`config.mk`:
```
export PLATFORM = sky130hd
export DESIGN_NAME = wdps_mul
export DESIGN_NICKNAME = d
export VERILOG_FILES = /design/src/hdl/wdps_pkg.sv /design/src/hdl/wdps_mul.sv
export SDC_FILE = /design/constraint.sdc
export NUM_CORES = 2
export LEC_CHECK = 0
export ABC_AREA = 1
export BUFFER_PORTS_ARGS = -buffer_cell sky130_fd_sc_hd__clkbuf_2
export CORE_ASPECT_RATIO = 1.25
export CORE_MARGIN = 2
export CORE_UTILIZATION = 40
export CTS_CLUSTER_SIZE = 8
export DETAILED_ROUTE_END_ITERATION = 12
export PLACE_DENSITY_LB_ADDON = 0.3
export SLEW_MARGIN = 5
export SYNTH_ARGS = -nofsm -noshare
export SYNTH_HDL_FRONTEND = slang
export SYNTH_SLANG_ARGS = --single-unit
```
`constraint.sdc`:
```
create_clock -name clock -period 14.3 [get_ports clock]
set_input_delay 2.145 -clock clock [delete_from_list [all_inputs] [get_ports clock]]
set_output_delay 2.145 -clock clock [all_outputs]
set_load 0.05 [all_outputs]
```
`src/hdl/wdps_pkg.sv`:
```
// Shared types, constants and helper functions of the wall distance PID steering block.
// No dependencies; every hdl file imports this package.
package wdps_pkg;

   // Configuration register indexes
   localparam logic [2:0] CSR_GAIN_P = 3'd0;
   localparam logic [2:0] CSR_GAIN_I = 3'd1;
   localparam logic [2:0] CSR_GAIN_D = 3'd2;
   localparam logic [2:0] CSR_TARGET = 3'd3;
   localparam logic [2:0] CSR_PERIOD = 3'd4;
   localparam logic [2:0] CSR_RATE   = 3'd5;
   localparam logic [2:0] CSR_COS    = 3'd6;
   localparam logic [2:0] CSR_SIN    = 3'd7;

   // Fixed-point constants
   localparam int ZW            = 28;          // CORDIC angle width, Q.24
   localparam int HALF_PI_Q13   = 12868;
   localparam int ROT_GAIN_Q30  = 652032874;
   localparam int STEER_10DEG   = 1429;
   localparam int STEER_20DEG   = 2859;
   localparam int MUL_AW        = 32;
   localparam int MUL_BW        = 24;
   localparam int MUL_PW        = MUL_AW + MUL_BW;

   typedef enum logic [4:0] {
      S_IDLE, S_M_NUM, S_M_DEN, S_VINIT, S_VEC, S_ALPHA, S_RINIT, S_ROT, S_CS,
      S_M_BC, S_M_SP, S_M_SPS, S_DIST, S_RND, S_ERR, S_M_GP, S_M_EP, S_INT,
      S_M_GI_LO, S_M_GI_HI, S_M_RD, S_GI_ADD, S_M_GD_LO, S_M_GD_HI, S_GD_ACC,
      S_GD_ADD, S_STEER, S_DONE
   } st_type;

   typedef struct packed {
      logic load;
      logic step;
      logic vec;
   } cordic_ctl_type;

   // atan(2^-i) in Q.24
   function automatic logic signed [ZW-1:0] atan_q24(input logic [4:0] idx);
      logic signed [ZW-1:0] v;
      case (idx)
         5'd0:  v = 28'sd13176795;
         5'd1:  v = 28'sd7778716;
         5'd2:  v = 28'sd4110060;
         5'd3:  v = 28'sd2086331;
         5'd4:  v = 28'sd1047214;
         5'd5:  v = 28'sd524117;
         5'd6:  v = 28'sd262123;
         5'd7:  v = 28'sd131069;
         5'd8:  v = 28'sd65536;
         5'd9:  v = 28'sd32768;
         5'd10: v = 28'sd16384;
         5'd11: v = 28'sd8192;
         5'd12: v = 28'sd4096;
         5'd13: v = 28'sd2048;
         5'd14: v = 28'sd1024;
         5'd15: v = 28'sd512;
         5'd16: v = 28'sd256;
         5'd17: v = 28'sd128;
         5'd18: v = 28'sd64;
         5'd19: v = 28'sd32;
         5'd20: v = 28'sd16;
         5'd21: v = 28'sd8;
         5'd22: v = 28'sd4;
         5'd23: v = 28'sd2;
         default: v = '0;
      endcase
      return v;
   endfunction

   // Limit a product magnitude to 2^46 and apply its sign
   function automatic logic signed [49:0] term_cap(input logic [79:0] mag, input logic neg);
      logic [49:0] q;
      q = (mag > 80'h4000_0000_0000) ? 50'h4000_0000_0000 : 50'(mag);
      return neg ? -$signed(q) : $signed(q);
   endfunction

endpackage

```
`src/hdl/wdps_mul.sv`:
```
// Shared unsigned 32 x 24 multiplier with a registered product.
// Depends on wdps_pkg.
module wdps_mul
   import wdps_pkg::*;
(
   input  logic              clock,
   input  logic              capture,
   input  logic [MUL_AW-1:0] op_a,
   input  logic [MUL_BW-1:0] op_b,
   output logic [MUL_PW-1:0] product
);

   logic [MUL_PW-1:0] prod_ff;

   // Capture the product when the sequencer issues a multiply
   always_ff @(posedge clock) begin
      if (capture) begin
         prod_ff <= MUL_PW'(op_a) * MUL_PW'(op_b);
      end
   end

   assign product = prod_ff;

endmodule

```
==> results_dict.tcl <==
set metrics [dict create \
    synth_nets 4661 \
    area_delta_synth_final_pct 5.01 \
    io_buffers 113 \
    pre_cts_ws_ns 5.49 \
    netlist_area_sq_um 28500 \
    cts_inserted_buffers 5 \
    synth.largest_area_cell "fa_1" \
    antenna_found_initial 4 \
    grt_pass1_wl_mm 131 \
    utilization 0.423 \
    arrival_ns 8.61 \
    layout_commonest_cell "inv_1" \
    tightest_slew_ns 1.01 \
    setup_viol 0 \
    drtPass1Iterations 5 \
    ios 114 \
    post_cts_resized 0 \
    dieArea_sq_um 73400 \
    yosysWarnings 0 \
    status "finished, final reports clean" \
    htreeDepth 2 \
    core_area_sq_um 70600 \
    worstPathCellList "clkbuf_2 -> nand2_1 -> inv_1 -> fa_1 -> fa_1 -> inv_1 -> fa_1 -> fa_1 -> inv_1 -> fa_1 -> fa_1 -> inv_1 -> fa_1 -> inv_1 -> ha_1 -> nand2_1 -> nor2_1 -> nand2_1 -> inv_1 -> nand3_1 -> nand3_1 -> nand2_1 -> nand3_1 -> nand2_1" \
    rsz0062_at_grt "false" \
    dp_hpwl_mm 64.0 \
    ant_nets 0 \
    holdWs_ns 2.52 \
    yosysUniqueCellTypes 34 \
    drv_slew 0 \
    critPathLaunchType "input port" \
    cts_root_buf "clkbuf_16" \
    cpPeakStageDelay_ns 0.73 \
    slowest_stage "clkbuf_2" \
    grt_max_degree 57 \
    cts_tree "built" \
    grt_pass1_vias 23800 \
    drive_above_1_share 0.0469 \
    max_freq_ghz 0.117 \
    largest_reg_flops 56 \
    dr_total_vias 22200 \
    synth_top_cell_area_share 0.462 \
    critPathKind "input port to register" \
    hold_path_startpoint "capture" \
    fin_crit_ns 8.53 \
    slew-limit-headroom 0.327 \
    drt_iter0_markers 1388 \
    cap_viol_max_count 0 \
    hold_viol 0 \
    die_w_microns 243 \
    drc 0 \
    yosysSeqAreaShare 0.0590 \
    clk_pin_slew_worst_paths_ns 0.08 \
    viasPerCell 4.72 \
    hold_class "input port to register" \
    die_h_microns 302 \
    nets 4650 \
    required_ns 14.38 \
    post-cts-setup-buffers 0 \
    path_common_cell "fa_1" \
    rows 109 \
    mostFrequentLayoutCells "1291 x inv_1, 1152 x nand2_1, 658 x fa_1" \
    cts_sinks 56 \
    overflow 0 \
    grt_usage 0.230 \
    initial_core_util 0.403 \
    gp_congestion 0.947 \
    whs_endpoint "product[55]$_DFFE_PP_" \
    routed_wl_mm 80.0 \
    fin_tns_setup_ns 0 \
    crit_path_end_kind "register" \
    synth_area_per_cell_sq_um 7.57 \
    whs_path_depth 2 \
    clock_path_buffers 2 \
    netlist_instances 3763 \
    critPathMaxFanout 32 \
    holdBufCountCts 0 \
    period_share 0.596 \
    ys_ff_latch 56 \
    synthTopCellsByArea "fa_1 46%, inv_1 17%, nand2_1 15%" \
    avgRoutedWirePerCell_microns 17.0 \
    setup_ws_ns 5.77 \
]
-- synth_stat cells --
| master | n |
|---|---|
| a21boi_0 | 1 |
| a21o_1 | 2 |
| a21oi_1 | 41 |
| and2_1 | 6 |
| and2_2 | 1 |
| and3_1 | 1 |
| clkbuf_1 | 136 |
| edfxtp_1 | 56 |
| fa_1 | 658 |
| ha_1 | 182 |
| inv_1 | 1291 |
| inv_2 | 4 |
| nand2_1 | 1152 |
| nand2_2 | 15 |
| nand3_1 | 53 |
| nand3_2 | 6 |
| nand3b_1 | 2 |
| nand4_1 | 12 |
| nor2_1 | 60 |
| nor2_2 | 15 |
| nor2_4 | 2 |
| nor3_1 | 8 |
| nor3_2 | 4 |
| nor3_4 | 1 |
| nor3b_2 | 1 |
| nor4_1 | 2 |
| o21a_1 | 3 |
| o21ai_0 | 5 |
| o21ai_1 | 1 |
| o21bai_1 | 5 |
| or2_1 | 1 |
| or2_2 | 1 |
| xnor2_1 | 5 |
| xor2_1 | 30 |
-- metrics by stage --
stage | std cells | instance area, sq um
2_1_floorplan | 3763 | 28500
3_3_place_gp | 4688 | 29800
3_5_place_dp | 4688 | 29800
4_1_cts | 4696 | 29900
5_1_grt | 4696 | 29900
6_report | 4697 | 29900
-- critical path: cells and delay by family --
family | cells | cell delay, ns
adders and majority gates | 8 | 3.82
and+or+nand+nor | 9 | 1.45
buffers and inverters | 7 | 1.17
-- final cells by class --
type / instances / area (sq um)
Tap cell: 943 / 1180
Inverter: 1295 / 4860
Fill cell: 7411 / 40700
Antenna cell: 1 / 2.50
Sequential cell: 56 / 1680
Multi-Input combinational cell: 2276 / 21400
Clock buffer: 5 / 125
Timing Repair Buffer: 118 / 603
Clock inverter: 3 / 27.5
-- worst max-delay path by stage --
stage,startpoint,to,cells after the start
finish,op_b[0],product[43]$_DFFE_PP_,24
CTS,op_b[15],product[43]$_DFFE_PP_,22
global route,op_b[1],product[43]$_DFFE_PP_,24
global placement,op_b[1],product[43]$_DFFE_PP_,24
detailed placement,op_b[0],product[43]$_DFFE_PP_,24
floorplan,op_b[3],product[36]$_DFFE_PP_,24
-- layer usage --
layer / share of wire / vias to the layer above / global-route usage
li1: - / 10300 / -
met1: 0.42 / 11100 / 0.305
met2: 0.50 / 674 / 0.407
met3: 0.061 / 114 / 0.0247
met4: 0.022 / 6 / 0.0562
met5: 0.00055 / - / 0
-- cell families after synthesis --
group	count (synthesis)	share of synthesized area
adders and majority gates	840	0.542
xor gates and xnor gates	35	0.0108
buffers and inverters	1431	0.189
AOI/OAI and AO/OA	58	0.0112
and+or+nand+nor	1343	0.188
DFF	56	0.0590
Power is left out: the tool's default activity adds up to more than one toggle a clock period on the data nets, which glitch-free logic cannot reach.
